## src/stte_pkg.sv

```systemverilog
// Package for the soft timer table engine.
// Holds command, result and status codes, entry layout and the sequencer state type.
// No dependencies.
package stte_pkg;

    localparam logic [2:0] KIND_TICK     = 3'd0;
    localparam logic [2:0] KIND_START_OS = 3'd1;
    localparam logic [2:0] KIND_STOP_OS  = 3'd2;
    localparam logic [2:0] KIND_START_PD = 3'd3;
    localparam logic [2:0] KIND_STOP_PD  = 3'd4;
    localparam logic [2:0] KIND_START_CT = 3'd5;
    localparam logic [2:0] KIND_STOP_CT  = 3'd6;
    localparam logic [2:0] KIND_NONE     = 3'd7;

    localparam logic [1:0] RK_FIRE   = 2'd0;
    localparam logic [1:0] RK_RUN    = 2'd1;
    localparam logic [1:0] RK_STATUS = 2'd2;

    localparam logic [1:0] TBL_OS = 2'd0;
    localparam logic [1:0] TBL_PD = 2'd1;
    localparam logic [1:0] TBL_CT = 2'd2;

    localparam logic [1:0] STAT_OK        = 2'd0;
    localparam logic [1:0] STAT_UNCHANGED = 2'd1;
    localparam logic [1:0] STAT_FULL      = 2'd2;
    localparam logic [1:0] STAT_NULL      = 2'd3;

    localparam int MAX_RESULTS = 25;
    localparam int FIRE_CNT_W  = 5;

    // entry: start [31:0], period [47:32], task [55:48], remaining [71:56] (counted only)
    localparam int ENTRY_W    = 56;
    localparam int CT_ENTRY_W = 72;

    typedef enum logic [2:0] {
        S_IDLE,
        S_SCAN_RD,
        S_SCAN_EV,
        S_ACT,
        S_RUN,
        S_STAT,
        S_FIN
    } state_t;

endpackage

```

## src/stte_ram.sv

```systemverilog
// Generic single-write, single-read synchronous RAM with registered read data.
// No dependencies.
module stte_ram #(
    parameter int WIDTH = 56,
    parameter int DEPTH = 8
) (
    input  logic                                     clk,
    input  logic                                     we,
    input  logic [(DEPTH > 1 ? $clog2(DEPTH) : 1)-1:0] waddr,
    input  logic [WIDTH-1:0]                         wdata,
    input  logic [(DEPTH > 1 ? $clog2(DEPTH) : 1)-1:0] raddr,
    output logic [WIDTH-1:0]                         rdata
);

    logic [WIDTH-1:0] mem [DEPTH];

    always_ff @(posedge clk)
    begin
        if (we)
        begin
            mem[waddr] <= wdata;
        end
        rdata <= mem[raddr];
    end

endmodule

```

## src/soft_timer_table_engine.sv

```systemverilog
// Soft timer table engine, top level: sequencer, valid bits and result staging.
// Depends on stte_pkg and stte_ram (one RAM per timer table).
//
// Usage: commands enter on the s_axis channel (tuser = kind, tdata = task id,
// period, repeat count). Results leave on m_axis (tuser = result kind, source
// table; tdata = task, status; tlast marks the final result of a command).
// One command is processed at a time; s_axis_tready is high only when idle.
// A tick walks the three tables slot by slot: an empty slot is passed over in
// S_SCAN_RD; an armed slot is read from RAM there, then evaluated and written
// back in S_SCAN_EV, where a fire may wait for room to stage its result.
// Start and stop commands search their table the same way, stopping at the
// matching slot, then update the table in S_ACT and report; a null task or a
// counted start with a repeat count of 0 or 1 skips the search.
// Each result is held one stage back so tlast can be set on the final one; it
// reaches m_axis when the next result is staged or, for the final one, when the
// command closes in S_FIN.
// A stalled receiver stalls the sequencer only when a new result must be
// staged or the final one flushed; table updates otherwise proceed.
// Reset clears the state, tick counter, all valid bits and the staged and output
// valid flags; RAM contents are only read behind a set valid bit.
module soft_timer_table_engine
    import stte_pkg::*;
#(
    parameter int ONESHOT_SLOTS  = 8,
    parameter int PERIODIC_SLOTS = 8,
    parameter int COUNTED_SLOTS  = 8
) (
    input  logic        clk,
    input  logic        rst_n,
    input  logic        s_axis_tvalid,
    output logic        s_axis_tready,
    input  logic [39:0] s_axis_tdata,   // task_id[7:0], period_ms[23:8], repeat_count[39:24]
    input  logic [2:0]  s_axis_tuser,   // kind[2:0]
    output logic        m_axis_tvalid,
    input  logic        m_axis_tready,
    output logic [15:0] m_axis_tdata,   // fired_task[7:0], status[9:8], zero[15:10]
    output logic [3:0]  m_axis_tuser,   // result_kind[1:0], source_table[3:2]
    output logic        m_axis_tlast
);

    localparam int MAXS_A = (ONESHOT_SLOTS > PERIODIC_SLOTS) ? ONESHOT_SLOTS : PERIODIC_SLOTS;
    localparam int MAXS   = (MAXS_A > COUNTED_SLOTS) ? MAXS_A : COUNTED_SLOTS;
    localparam int SLOT_W = (MAXS > 1) ? $clog2(MAXS) : 1;
    localparam int OS_AW  = (ONESHOT_SLOTS > 1) ? $clog2(ONESHOT_SLOTS) : 1;
    localparam int PD_AW  = (PERIODIC_SLOTS > 1) ? $clog2(PERIODIC_SLOTS) : 1;
    localparam int CT_AW  = (COUNTED_SLOTS > 1) ? $clog2(COUNTED_SLOTS) : 1;

    state_t state_reg, state_next;
    logic [2:0]  kind_reg, kind_next;
    logic [7:0]  tid_reg, tid_next;
    logic [15:0] per_reg, per_next;
    logic [15:0] cnt_reg, cnt_next;
    logic [31:0] tick_reg, tick_next;
    logic [1:0]  tbl_reg, tbl_next;
    logic [SLOT_W-1:0] slot_reg, slot_next;
    logic        tick_mode_reg, tick_mode_next;
    logic [FIRE_CNT_W-1:0] fire_cnt_reg, fire_cnt_next;
    logic        found_reg, found_next;
    logic [SLOT_W-1:0] found_slot_reg, found_slot_next;
    logic [15:0] found_period_reg, found_period_next;
    logic [15:0] found_rem_reg, found_rem_next;
    logic [1:0]  st_reg, st_next;
    logic [ONESHOT_SLOTS-1:0]  os_valid_reg, os_valid_next;
    logic [PERIODIC_SLOTS-1:0] pd_valid_reg, pd_valid_next;
    logic [COUNTED_SLOTS-1:0]  ct_valid_reg, ct_valid_next;

    logic        pend_valid_reg, pend_valid_next;
    logic [1:0]  pend_rk_reg, pend_rk_next;
    logic [1:0]  pend_tbl_reg, pend_tbl_next;
    logic [7:0]  pend_task_reg, pend_task_next;
    logic [1:0]  pend_st_reg, pend_st_next;
    logic        out_valid_reg, out_valid_next;
    logic [1:0]  out_rk_reg, out_rk_next;
    logic [1:0]  out_tbl_reg, out_tbl_next;
    logic [7:0]  out_task_reg, out_task_next;
    logic [1:0]  out_st_reg, out_st_next;
    logic        out_last_reg, out_last_next;

    logic [ENTRY_W-1:0]    os_rdata, pd_rdata;
    logic [CT_ENTRY_W-1:0] ct_rdata;
    logic [CT_ENTRY_W-1:0] wr_data;
    logic [SLOT_W-1:0]     wr_idx;
    logic                  wr_en;

    logic [31:0] cur_start;
    logic [15:0] cur_period;
    logic [7:0]  cur_task;
    logic [15:0] cur_rem;
    logic [MAXS-1:0] cur_valid;
    logic [MAXS-1:0] free_mask;
    logic        free_ok;
    logic [SLOT_W-1:0] free_idx;
    logic [SLOT_W-1:0] last_slot;
    logic        expired;
    logic [31:0] elapsed;
    logic [15:0] rem_dec;
    logic        out_free, can_emit;
    logic        in_acc;
    logic        clr_en, set_en;
    logic [SLOT_W-1:0] clr_idx, set_idx;
    logic        emit_en, flush_en;
    logic [1:0]  emit_rk, emit_tbl, emit_st;
    logic [7:0]  emit_task;
    logic        adv;

    stte_ram #(.WIDTH(ENTRY_W), .DEPTH(ONESHOT_SLOTS)) u_os_ram (
        .clk   (clk),
        .we    (wr_en && tbl_reg == TBL_OS),
        .waddr (wr_idx[OS_AW-1:0]),
        .wdata (wr_data[ENTRY_W-1:0]),
        .raddr (slot_reg[OS_AW-1:0]),
        .rdata (os_rdata)
    );

    stte_ram #(.WIDTH(ENTRY_W), .DEPTH(PERIODIC_SLOTS)) u_pd_ram (
        .clk   (clk),
        .we    (wr_en && tbl_reg == TBL_PD),
        .waddr (wr_idx[PD_AW-1:0]),
        .wdata (wr_data[ENTRY_W-1:0]),
        .raddr (slot_reg[PD_AW-1:0]),
        .rdata (pd_rdata)
    );

    stte_ram #(.WIDTH(CT_ENTRY_W), .DEPTH(COUNTED_SLOTS)) u_ct_ram (
        .clk   (clk),
        .we    (wr_en && tbl_reg == TBL_CT),
        .waddr (wr_idx[CT_AW-1:0]),
        .wdata (wr_data),
        .raddr (slot_reg[CT_AW-1:0]),
        .rdata (ct_rdata)
    );

    assign s_axis_tready = (state_reg == S_IDLE);
    assign in_acc        = s_axis_tvalid && s_axis_tready;
    assign out_free      = !out_valid_reg || m_axis_tready;
    assign can_emit      = !pend_valid_reg || out_free;

    assign m_axis_tvalid = out_valid_reg;
    assign m_axis_tdata  = {6'd0, out_st_reg, out_task_reg};
    assign m_axis_tuser  = {out_tbl_reg, out_rk_reg};
    assign m_axis_tlast  = out_last_reg;

    // current table view
    always_comb
    begin
        cur_valid = '1;
        case (tbl_reg)
            TBL_OS:
            begin
                cur_start  = os_rdata[31:0];
                cur_period = os_rdata[47:32];
                cur_task   = os_rdata[55:48];
                cur_rem    = 16'd0;
                cur_valid[ONESHOT_SLOTS-1:0] = os_valid_reg;
                last_slot  = SLOT_W'(ONESHOT_SLOTS - 1);
            end
            TBL_PD:
            begin
                cur_start  = pd_rdata[31:0];
                cur_period = pd_rdata[47:32];
                cur_task   = pd_rdata[55:48];
                cur_rem    = 16'd0;
                cur_valid[PERIODIC_SLOTS-1:0] = pd_valid_reg;
                last_slot  = SLOT_W'(PERIODIC_SLOTS - 1);
            end
            default:
            begin
                cur_start  = ct_rdata[31:0];
                cur_period = ct_rdata[47:32];
                cur_task   = ct_rdata[55:48];
                cur_rem    = ct_rdata[71:56];
                cur_valid[COUNTED_SLOTS-1:0] = ct_valid_reg;
                last_slot  = SLOT_W'(COUNTED_SLOTS - 1);
            end
        endcase
    end

    assign elapsed = tick_reg - cur_start;
    assign expired = elapsed >= {16'd0, cur_period};
    assign rem_dec = cur_rem - 16'd1;

    // lowest free slot, with the matched slot treated as freed
    always_comb
    begin
        free_mask = cur_valid;
        if (found_reg)
        begin
            free_mask[found_slot_reg] = 1'b0;
        end
        free_ok  = 1'b0;
        free_idx = '0;
        for (int j = MAXS - 1; j >= 0; j--)
        begin
            if (!free_mask[j])
            begin
                free_ok  = 1'b1;
                free_idx = SLOT_W'(j);
            end
        end
    end

    always_comb
    begin
        state_next        = state_reg;
        kind_next         = kind_reg;
        tid_next          = tid_reg;
        per_next          = per_reg;
        cnt_next          = cnt_reg;
        tick_next         = tick_reg;
        tbl_next          = tbl_reg;
        slot_next         = slot_reg;
        tick_mode_next    = tick_mode_reg;
        fire_cnt_next     = fire_cnt_reg;
        found_next        = found_reg;
        found_slot_next   = found_slot_reg;
        found_period_next = found_period_reg;
        found_rem_next    = found_rem_reg;
        st_next           = st_reg;
        clr_en    = 1'b0;
        set_en    = 1'b0;
        clr_idx   = slot_reg;
        set_idx   = free_idx;
        wr_en     = 1'b0;
        wr_idx    = slot_reg;
        wr_data   = {cur_rem, cur_task, cur_period, tick_reg};
        emit_en   = 1'b0;
        flush_en  = 1'b0;
        emit_rk   = RK_FIRE;
        emit_tbl  = tbl_reg;
        emit_task = 8'd0;
        emit_st   = STAT_OK;
        adv       = 1'b0;

        case (state_reg)
            S_IDLE:
            begin
                if (in_acc)
                begin
                    kind_next     = s_axis_tuser;
                    tid_next      = s_axis_tdata[7:0];
                    per_next      = s_axis_tdata[23:8];
                    cnt_next      = s_axis_tdata[39:24];
                    slot_next     = '0;
                    found_next    = 1'b0;
                    fire_cnt_next = '0;
                    st_next       = STAT_OK;
                    tbl_next      = 2'((s_axis_tuser - 3'd1) >> 1);
                    if (s_axis_tuser == KIND_START_OS && s_axis_tdata[23:8] == 16'd1)
                    begin
                        per_next = 16'd2;
                    end
                    if (s_axis_tuser == KIND_TICK)
                    begin
                        tick_next      = tick_reg + 32'd1;
                        tbl_next       = TBL_OS;
                        tick_mode_next = 1'b1;
                        state_next     = S_SCAN_RD;
                    end
                    else if (s_axis_tuser == KIND_NONE)
                    begin
                        state_next = S_IDLE;
                    end
                    else if (s_axis_tdata[7:0] == 8'd0)
                    begin
                        st_next    = STAT_NULL;
                        state_next = S_STAT;
                    end
                    else if (s_axis_tuser == KIND_START_CT && s_axis_tdata[39:24] == 16'd0)
                    begin
                        st_next    = STAT_UNCHANGED;
                        state_next = S_STAT;
                    end
                    else if (s_axis_tuser == KIND_START_CT && s_axis_tdata[39:24] == 16'd1)
                    begin
                        state_next = S_RUN;
                    end
                    else
                    begin
                        tick_mode_next = 1'b0;
                        state_next     = S_SCAN_RD;
                    end
                end
            end

            S_SCAN_RD:
            begin
                if (cur_valid[slot_reg])
                begin
                    state_next = S_SCAN_EV;
                end
                else
                begin
                    adv = 1'b1;
                end
            end

            S_SCAN_EV:
            begin
                if (tick_mode_reg)
                begin
                    if (!expired)
                    begin
                        adv = 1'b1;
                    end
                    else if (fire_cnt_reg != FIRE_CNT_W'(MAX_RESULTS) && !can_emit)
                    begin
                        state_next = S_SCAN_EV;
                    end
                    else
                    begin
                        adv = 1'b1;
                        if (fire_cnt_reg != FIRE_CNT_W'(MAX_RESULTS))
                        begin
                            emit_en       = 1'b1;
                            emit_rk       = RK_FIRE;
                            emit_task     = cur_task;
                            fire_cnt_next = fire_cnt_reg + FIRE_CNT_W'(1);
                        end
                        case (tbl_reg)
                            TBL_OS:
                            begin
                                clr_en = 1'b1;
                            end
                            TBL_PD:
                            begin
                                wr_en = 1'b1;
                            end
                            default:
                            begin
                                wr_en   = 1'b1;
                                wr_data = {rem_dec, cur_task, cur_period, tick_reg};
                                clr_en  = (rem_dec == 16'd0);
                            end
                        endcase
                    end
                end
                else if (cur_task == tid_reg)
                begin
                    found_next        = 1'b1;
                    found_slot_next   = slot_reg;
                    found_period_next = cur_period;
                    found_rem_next    = cur_rem;
                    state_next        = S_ACT;
                end
                else
                begin
                    adv = 1'b1;
                end
            end

            S_ACT:
            begin
                state_next = S_STAT;
                clr_idx    = found_slot_reg;
                case (kind_reg)
                    KIND_START_OS:
                    begin
                        wr_data = {16'd0, tid_reg, per_reg, tick_reg};
                        if (found_reg)
                        begin
                            wr_en   = 1'b1;
                            wr_idx  = found_slot_reg;
                            wr_data = {16'd0, tid_reg, found_period_reg, tick_reg};
                        end
                        else if (free_ok)
                        begin
                            wr_en  = 1'b1;
                            wr_idx = free_idx;
                            set_en = 1'b1;
                        end
                        else
                        begin
                            st_next = STAT_FULL;
                        end
                    end
                    KIND_START_PD, KIND_START_CT:
                    begin
                        wr_data = {cnt_reg - 16'd1, tid_reg, per_reg, tick_reg};
                        if (found_reg && found_period_reg == per_reg &&
                            (kind_reg == KIND_START_PD || found_rem_reg == cnt_reg))
                        begin
                            st_next = STAT_UNCHANGED;
                        end
                        else
                        begin
                            clr_en = found_reg;
                            if (free_ok)
                            begin
                                wr_en      = 1'b1;
                                wr_idx     = free_idx;
                                set_en     = 1'b1;
                                state_next = S_RUN;
                            end
                            else
                            begin
                                st_next = STAT_FULL;
                            end
                        end
                    end
                    default:
                    begin
                        if (found_reg)
                        begin
                            clr_en = 1'b1;
                        end
                        else
                        begin
                            st_next = STAT_UNCHANGED;
                        end
                    end
                endcase
            end

            S_RUN:
            begin
                if (can_emit)
                begin
                    emit_en    = 1'b1;
                    emit_rk    = RK_RUN;
                    emit_task  = tid_reg;
                    state_next = S_STAT;
                end
            end

            S_STAT:
            begin
                if (can_emit)
                begin
                    emit_en    = 1'b1;
                    emit_rk    = RK_STATUS;
                    emit_st    = st_reg;
                    state_next = S_FIN;
                end
            end

            S_FIN:
            begin
                if (!pend_valid_reg)
                begin
                    state_next = S_IDLE;
                end
                else if (out_free)
                begin
                    flush_en   = 1'b1;
                    state_next = S_IDLE;
                end
            end

            default:
            begin
                state_next = S_IDLE;
            end
        endcase

        if (adv)
        begin
            if (slot_reg == last_slot)
            begin
                slot_next = '0;
                if (tick_mode_reg && tbl_reg != TBL_CT)
                begin
                    tbl_next   = tbl_reg + 2'd1;
                    state_next = S_SCAN_RD;
                end
                else
                begin
                    state_next = tick_mode_reg ? S_FIN : S_ACT;
                end
            end
            else
            begin
                slot_next  = slot_reg + SLOT_W'(1);
                state_next = S_SCAN_RD;
            end
        end
    end

    // valid bit updates: clear first, then set
    always_comb
    begin
        os_valid_next = os_valid_reg;
        pd_valid_next = pd_valid_reg;
        ct_valid_next = ct_valid_reg;
        case (tbl_reg)
            TBL_OS:
            begin
                if (clr_en)
                begin
                    os_valid_next[clr_idx[OS_AW-1:0]] = 1'b0;
                end
                if (set_en)
                begin
                    os_valid_next[set_idx[OS_AW-1:0]] = 1'b1;
                end
            end
            TBL_PD:
            begin
                if (clr_en)
                begin
                    pd_valid_next[clr_idx[PD_AW-1:0]] = 1'b0;
                end
                if (set_en)
                begin
                    pd_valid_next[set_idx[PD_AW-1:0]] = 1'b1;
                end
            end
            default:
            begin
                if (clr_en)
                begin
                    ct_valid_next[clr_idx[CT_AW-1:0]] = 1'b0;
                end
                if (set_en)
                begin
                    ct_valid_next[set_idx[CT_AW-1:0]] = 1'b1;
                end
            end
        endcase
    end

    // result staging: the held result moves out when a newer one arrives or at the end
    always_comb
    begin
        pend_valid_next = pend_valid_reg;
        pend_rk_next    = pend_rk_reg;
        pend_tbl_next   = pend_tbl_reg;
        pend_task_next  = pend_task_reg;
        pend_st_next    = pend_st_reg;
        out_valid_next  = out_valid_reg && !m_axis_tready;
        out_rk_next     = out_rk_reg;
        out_tbl_next    = out_tbl_reg;
        out_task_next   = out_task_reg;
        out_st_next     = out_st_reg;
        out_last_next   = out_last_reg;
        if ((emit_en || flush_en) && pend_valid_reg)
        begin
            out_valid_next = 1'b1;
            out_rk_next    = pend_rk_reg;
            out_tbl_next   = pend_tbl_reg;
            out_task_next  = pend_task_reg;
            out_st_next    = pend_st_reg;
            out_last_next  = flush_en;
            pend_valid_next = 1'b0;
        end
        if (emit_en)
        begin
            pend_valid_next = 1'b1;
            pend_rk_next    = emit_rk;
            pend_tbl_next   = emit_tbl;
            pend_task_next  = emit_task;
            pend_st_next    = emit_st;
        end
    end

    always_ff @(posedge clk or negedge rst_n)
    begin
        if (!rst_n)
        begin
            state_reg      <= S_IDLE;
            tick_reg       <= '0;
            os_valid_reg   <= '0;
            pd_valid_reg   <= '0;
            ct_valid_reg   <= '0;
            pend_valid_reg <= 1'b0;
            out_valid_reg  <= 1'b0;
            tick_mode_reg  <= 1'b0;
            fire_cnt_reg   <= '0;
            found_reg      <= 1'b0;
        end
        else
        begin
            state_reg      <= state_next;
            tick_reg       <= tick_next;
            os_valid_reg   <= os_valid_next;
            pd_valid_reg   <= pd_valid_next;
            ct_valid_reg   <= ct_valid_next;
            pend_valid_reg <= pend_valid_next;
            out_valid_reg  <= out_valid_next;
            tick_mode_reg  <= tick_mode_next;
            fire_cnt_reg   <= fire_cnt_next;
            found_reg      <= found_next;
        end
    end

    always_ff @(posedge clk)
    begin
        kind_reg         <= kind_next;
        tid_reg          <= tid_next;
        per_reg          <= per_next;
        cnt_reg          <= cnt_next;
        tbl_reg          <= tbl_next;
        slot_reg         <= slot_next;
        found_slot_reg   <= found_slot_next;
        found_period_reg <= found_period_next;
        found_rem_reg    <= found_rem_next;
        st_reg           <= st_next;
        pend_rk_reg      <= pend_rk_next;
        pend_tbl_reg     <= pend_tbl_next;
        pend_task_reg    <= pend_task_next;
        pend_st_reg      <= pend_st_next;
        out_rk_reg       <= out_rk_next;
        out_tbl_reg      <= out_tbl_next;
        out_task_reg     <= out_task_next;
        out_st_reg       <= out_st_next;
        out_last_reg     <= out_last_next;
    end

    a_idle_no_pending: assert property (@(posedge clk) disable iff (!rst_n)
        state_reg == S_IDLE |-> !pend_valid_reg)
        else $error("result left staged while idle");

    a_fire_cap: assert property (@(posedge clk) disable iff (!rst_n)
        fire_cnt_reg <= FIRE_CNT_W'(MAX_RESULTS))
        else $error("fire count beyond result limit");

    a_tick_advance: assert property (@(posedge clk) disable iff (!rst_n)
        in_acc && s_axis_tuser == KIND_TICK |=> tick_reg == $past(tick_reg) + 32'd1)
        else $error("tick counter did not advance");

    a_emit_has_room: assert property (@(posedge clk) disable iff (!rst_n)
        emit_en && pend_valid_reg |-> out_free)
        else $error("result staged over an occupied output");

endmodule
```

## config.mk

```make
export PLATFORM = sky130hd
export DESIGN_NAME = soft_timer_table_engine
export DESIGN_NICKNAME = d
export VERILOG_FILES = /design/src/stte_pkg.sv /design/src/stte_ram.sv /design/src/soft_timer_table_engine.sv
export SDC_FILE = /design/constraint.sdc
export NUM_CORES = 2
export LEC_CHECK = 0
export ABC_AREA = 0
export BUFFER_PORTS_ARGS = -buffer_cell sky130_fd_sc_hd__buf_2
export CAP_MARGIN = 20
export CORE_MARGIN = 1.5
export CORE_UTILIZATION = 55
export CTS_BUF_LIST = sky130_fd_sc_hd__clkbuf_4
export DETAILED_ROUTE_END_ITERATION = 8
export GPL_TIMING_DRIVEN = 0
export HOLD_SLACK_MARGIN = 0.06
export PLACE_DENSITY = 0.67
export SLEW_MARGIN = 15
export SYNTH_ARGS = -nofsm -noshare
export SYNTH_HDL_FRONTEND = slang
export SYNTH_SLANG_ARGS = --single-unit
```

## constraint.sdc

```tcl
create_clock -name clk -period 11.6 [get_ports clk]
set_clock_uncertainty 0.1 [all_clocks]
set_input_delay 0 -clock clk [delete_from_list [all_inputs] [get_ports clk]]
set_output_delay 0 -clock clk [all_outputs]
set_load 0.03 [all_outputs]
```

# Yosys cells after proc, flatten, opt, wreduce, memory -nomap -nowiden
# Memory sizes are Yosys's and may differ from the RTL's. A register that Yosys moved wholly into a read port is not among the register bits.
# Index checks and enable logic that the tools add are counted.
totals:
  in_bits: 47
  mem_count: 3
  rom_bits: 0
  output_inout_bits: 23
  mem_bits_rw: 1472
  wordCells: 313
  register_bits: 182
  latch_bits: 0
classes:
  mux: 164
  n_div: 0
  magnitude_cmp: 8
  mul: 0
  bitwise: 10
  n_addsub: 8
  shifts: 0
  n_eq_ne: 43
  n_reduce_logical: 48
mem_list:
  columns: ["name", "depth", "width", "rd", "rd_ports_with_merged_regs", "wr", "line_no", "rtl"]
  rows:
  - ["u_ct_ram.mem", 8, 72, 1, 1, 1, "stte_ram.sv:15", "logic [WIDTH-1:0] mem [DEPTH];"]
  - ["u_os_ram.mem", 8, 56, 1, 1, 1, "stte_ram.sv:15", null]
  - ["u_pd_ram.mem", 8, 56, 1, 1, 1, "stte_ram.sv:15", null]
op_table:
  columns: ["cell", "n"]
  rows:
  - ["$mux 72", 4]
  - ["$pmux 72 s2", 2]
  - ["$mux 8", 15]
  - ["$mux 3", 36]
  - ["$pmux 32 s2", 1]
  - ["$mux 1", 61]
  - ["$mux 48", 1]
  - ["$pmux 8 s2", 3]
  - ["$add 32x1->32 const B", 1]
  - ["$and 8x8->8", 4]
  - ["$eq 16x1->1 const B", 2]
  - ["$eq 16x16->1", 2]
  - ["$ge 32x16->1", 1]
  - ["$logic_not 16->1", 2]
  - ["$pmux 16 s2", 1]
  - ["$sub 16x1->16 const B", 2]
  - ["$sub 32x32->32", 1]
  - ["$mux 2", 15]
  - ["$mux 5", 5]
  - ["$or 8x8->8", 3]
  - ["$ne 2x2->1 const B", 11]
  - ["$eq 3x3->1 const B", 7]
  - ["$pmux 3 s7", 1]
  - ["$pmux 1 s2", 9]
  - ["37 further kinds", 91]

# Depth between registers and ports, before layout
depth:
  depth_word: 22
  mapped_depth: 32
  ltp_nobuf: 26

# Modules after synthesis
# A second synthesis with hierarchy kept.
unflattened:
  hier_cells: 3807
  area_unflattened_um2: 72411.9
by_module_without_submodules:
  columns: ["module", "area_per_inst_um2", "seq_area_each_um2", "cells_each", "instances"]
  rows:
  - ["stte_ram at u_os_ram ...", 17974.7, 14574.0, 716, 2]
  - ["stte_ram at u_ct_ram", 23368.7, 18738.0, 917, 1]
  - ["soft_timer_table_engine", 13093.8, 5104.9, 1458, 1]

# Least setup slack after synthesis
# No wires, ideal clock.
synth_path:
  kind: "reg2reg"
  startpoint: "register tbl_reg[0] (netlist: emit_tbl[0])"
  endpoint: "memory u_ct_ram.mem[2][0] in the netlist's numbering (enable)"
  n_path_buf: 6
  setup_ns: 0.503
  t_required_ns: 10.997
  path_slack_ns: 1.794
  synth_period_minus_slack_ns: 9.806
  path_stages_with_launch: 33
  t_arrival_ns: 9.203
  path_cell_list: "dfxtp_1 > inv_1 > ha_1 > nor2_1 > clkbuf_1 > buf_2 > clkbuf_1 > clkbuf_1 > clkbuf_1 > nand2_1 > nand2_1 > ha_1 > inv_1 > fa_1 > a21o_1 > a221oi_4 > o21ai_0 > a21o_1 > a21oi_1 > xnor2_1 > ha_1 > nand2_1 > o21ai_0 > a2111oi_0 > a211oi_1 > a2111oi_0 > o2111ai_1 > nor4_4 > and4_1 > buf_6 > o41ai_1 > nand3b_1 > nor2_1"
synth_via:
  elab_chain_cells: 19
  word_cells_on_any_way: 43
  classes_between: "add/sub: 1; order compare: 1; eq/ne: 2; mux: 36; bitwise: 1; reduce/logical: 2"
synth_rtl:
  columns: ["item", "line_no", "rtl"]
  rows:
  - ["start: declaration", "soft_timer_table_engine.sv:54", "logic [1:0] tbl_reg, tbl_next;"]
  - ["start signal: assignment", "soft_timer_table_engine.sv:591", "tbl_reg <= tbl_next;"]
  - ["parallel branches: the longest is 19 deep, another holds $sub 32x32->32", null, null]
  - ["end: declaration", "stte_ram.sv:15", null]
# Parallel ways; which one is timed is not known.

# Worst setup path in the final report
layout_path:
  startpoint: "register tbl_reg[1] (netlist: emit_tbl[1])"
  endpoint: "memory u_ct_ram.mem[0][70] in the netlist's numbering (enable)"
# The elaborated chain is that of the path after synthesis.

==> impl_metrics.env <==
export IMPL_area_growth_pct=17.7
export IMPL_syn_avg_cell_area_um2=17.0
export IMPL_max_stage_delay_ps=810
export IMPL_worst_slack_ps=177
export IMPL_setup_viol=0
export IMPL_finalCritPeriodShare_pct=98.5
export IMPL_max_freq_mhz=87.5
export IMPL_grt_start_max_net_pins=47
export IMPL_insertion_delay_ps=1400
export IMPL_wl_per_cell_um=26.0
export IMPL_synthSimpleGateAreaFrac_pct=6.57
export IMPL_grt_usage_pct=28.4
export IMPL_nets=5134
export IMPL_port_buffers=63
export IMPL_hp_class="input pin to register"
export IMPL_power_frac_comb_pct=34.7
export IMPL_ys_seq_elements=1838
export IMPL_netlist_area_leader_share_pct=66.0
export IMPL_drc_errors=0
export IMPL_viasPerCell=5.86
export IMPL_power_frac_clock_pct=24.6
export IMPL_tightest_slew_ps=1130
export IMPL_grt_pass1_wl_um=272000
export IMPL_power_mw=22.3
export IMPL_dr_pass1_iters=8
export IMPL_largest_reg_flops=576
export IMPL_crit_required_ps=12480
export IMPL_critPathCaptureType="register"
export IMPL_clock_sinks=1838
export IMPL_place_congestion=0.919
export IMPL_seq_power_share_pct=40.6
export IMPL_ys_types=92
export IMPL_cp_slowest_cell="clkbuf_1"
export IMPL_netlist_area_mm2=0.0720
export IMPL_layout_drive_gt1_share_pct=26.5
export IMPL_hold_viol=0
export IMPL_p_switching_mw=7.83
export IMPL_antenna_found_initial=8
export IMPL_drt_iter0_markers=4417
export IMPL_wirelength_um=186000
export IMPL_grt_pass1_vias=42800
export IMPL_async_flop_share_pct=3.70
export IMPL_largest_register="u_ct_ram.mem"
export IMPL_io_pins=70
export IMPL_utilization_pct=65.3
export IMPL_fin_hold_ws_ps=268
export IMPL_synth_most_common_cell="edfxtp_1"
export IMPL_synth_xor_xnor_area_share_pct=1.36
export IMPL_ir_drop_uv=127
export IMPL_drv_cap=0
export IMPL_regArea_mm2=0.0530
export IMPL_coreArea_mm2=0.130
export IMPL_yosysTopAreaCell="edfxtp_1"
export IMPL_drtAntennaViolNets=0
export IMPL_cts_root_buf="clkbuf_4"
export IMPL_rsz0062_at_grt="no"
export IMPL_synth_common_cells="1584 x edfxtp_1, 728 x nand2_1, 370 x mux4_2"
export IMPL_syn_instance_count=4230
export IMPL_synth_adder_area_share_pct=1.10
export IMPL_cp_start_kind="register"
export IMPL_fp_dieW_um=365
export IMPL_p_leak_nw=29.4
export IMPL_path_class="register to register"
export IMPL_fill_cells=9131
export IMPL_dieArea_mm2=0.133
export IMPL_std_cell_rows=132
export IMPL_seq_area_frac_synth_pct=73.6
export IMPL_yosys_warnings=0
export IMPL_synth_top_family_by_area="multiplexers"
export IMPL_path_clk_slew_ps=80
export IMPL_htreeDepth=5
export IMPL_cts_buffer_depth=4
export IMPL_cts_tree="yes"
export IMPL_multi_input_area_mm2=0.0182
export IMPL_relSlewSlack_pct=25.0
export IMPL_worstPathArrival_ps=12300
export IMPL_status="completed"
export IMPL_pre_cts_ws_ps=-136
export IMPL_die_y_um=365
export IMPL_synth_compound_area_share_pct=4.20
export IMPL_ys_dominant_reg_cell="edfxtp_1"
export IMPL_critical_path_max_fanout=17
export IMPL_overflow=0
export IMPL_cts_buffers=461
export IMPL_power_density_mw_per_mm2=263
export IMPL_dp_hpwl_um=125000
export IMPL_internal_power_mw=14.5
export IMPL_via_count=42000
export IMPL_reg_top3="u_ct_ram.mem x576, u_os_ram.mem x448, u_pd_ram.mem x448"
export IMPL_initial_core_util_pct=55.5
export IMPL_min_period_ps=11420
export IMPL_synth_edf_count=1584
export IMPL_netSwitchingFraction_pct=35.1
export IMPL_muxShareOfSynthArea_pct=11.7
export IMPL_synth_area_leaders="edfxtp_1 66%, mux4_2 12%, dfxtp_1 5.2%, nand2_1 3.8%, dfrtp_1 2.4%"
export IMPL_drv_slew=0
## repair_timing
item                                   4_1_cts  5_1_grt
setup endpoints to repair                   72      449
hold buffers                               137        0
resized for setup                            1        3
pin swaps                                    1        0
endpoints found under the hold margin      248        0
setup buffers                                2        0
## critical path: cells and delay by family, from the launching register on
kind,cells,cell delay (ps)
DFF,1,430
and+or+nand+nor,7,2350
adders and majority gates,3,1100
AOI/OAI and AO/OA,11,2970
xor gates and xnor gates,1,130
buffers and inverters,10,3900
## cells in the final DEF (no fill, tap or decap), types with 85 or more instances in the layout
cell type | Yosys | layout
a21oi_1 | 145 | 122
clkbuf_1 | 137 | 124
clkbuf_4 | 0 | 732
clkinv_1 | 1 | 91
dfxtp_1 | 186 | 186
dlygate4sd3_1 | 0 | 136
edfxtp_1 | 1584 | 1584
mux4_2 | 370 | 370
nand2_1 | 728 | 728
nor2_1 | 127 | 102
xnor2_1 | 85 | 85
## logic make-up (layout without fill, tap and decap cells)
family | count (synthesis) | in the layout
and+or+nand+nor | 1103 | 1103
other | 1 | 15
DFF | 1838 | 1838
xor gates and xnor gates | 112 | 112
AOI/OAI and AO/OA | 454 | 454
adders and majority gates | 63 | 63
muxes | 377 | 377
buffers and inverters | 282 | 1455
## stage by stage
stage	instances	setup TNS, ps	cell area (um2)
after detailed placement	6156	-6020	77200
after floorplan	4235	0	72100
after CTS	7140	0	84600
after global placement	6040	-4756340	74600
after global routing	7157	0	84800
final	7159	0	84800
## area by class of cell
cell class | count | share of cell area, %
inverter | 63 | 0.279
sequential | 1838 | 62.5
buffer | 218 | 1.06
antenna | 9 | 0.0266
tap | 1742 | 2.57
timing repair buffer | 329 | 4.90
clock buffer | 732 | 6.48
multi-input combinational | 2115 | 21.5
clock inverter | 113 | 0.683
## metal layers
layer | vias up | routed length [um] | GRT usage (%) | share of wire (%)
met5 | - | 41 | 0 | 0.022
met4 | 6 | 6520 | 11.5 | 3.5
met3 | 355 | 15000 | 6.16 | 8.0
met2 | 1835 | 89300 | 45.1 | 48
met1 | 21400 | 75500 | 38.4 | 41
li1 | 18400 | - | - | -
## power groups by stage
stage                     logic (mW)  registers (mW)  clock network, mW
after floorplan                 4.68            9.09                  0
after global placement          7.03            9.27                  0
after detailed placement        7.63            9.19                  0
after CTS                       7.69            9.05               5.60
after global routing            8.35            9.10               5.94
final                           7.75            9.06               5.50
## path summary, 6_finish.rpt
path,start,to,slack (ps),cells past startpoint
max,emit_tbl[1],u_ct_ram.mem[0][70],180,32
min reg2reg,pend_tbl_reg[1],out_tbl_reg[1],300,0
min in group asynchronous,rst_n,tick_reg[11],790,6
max in group asynchronous,rst_n,fire_cnt_reg[3],9960,7
min,s_axis_tdata[9],per_reg[1],270,4
max reg2reg,emit_tbl[1],u_ct_ram.mem[0][70],180,32
Note: power is estimated with default switching activity, not from simulation.
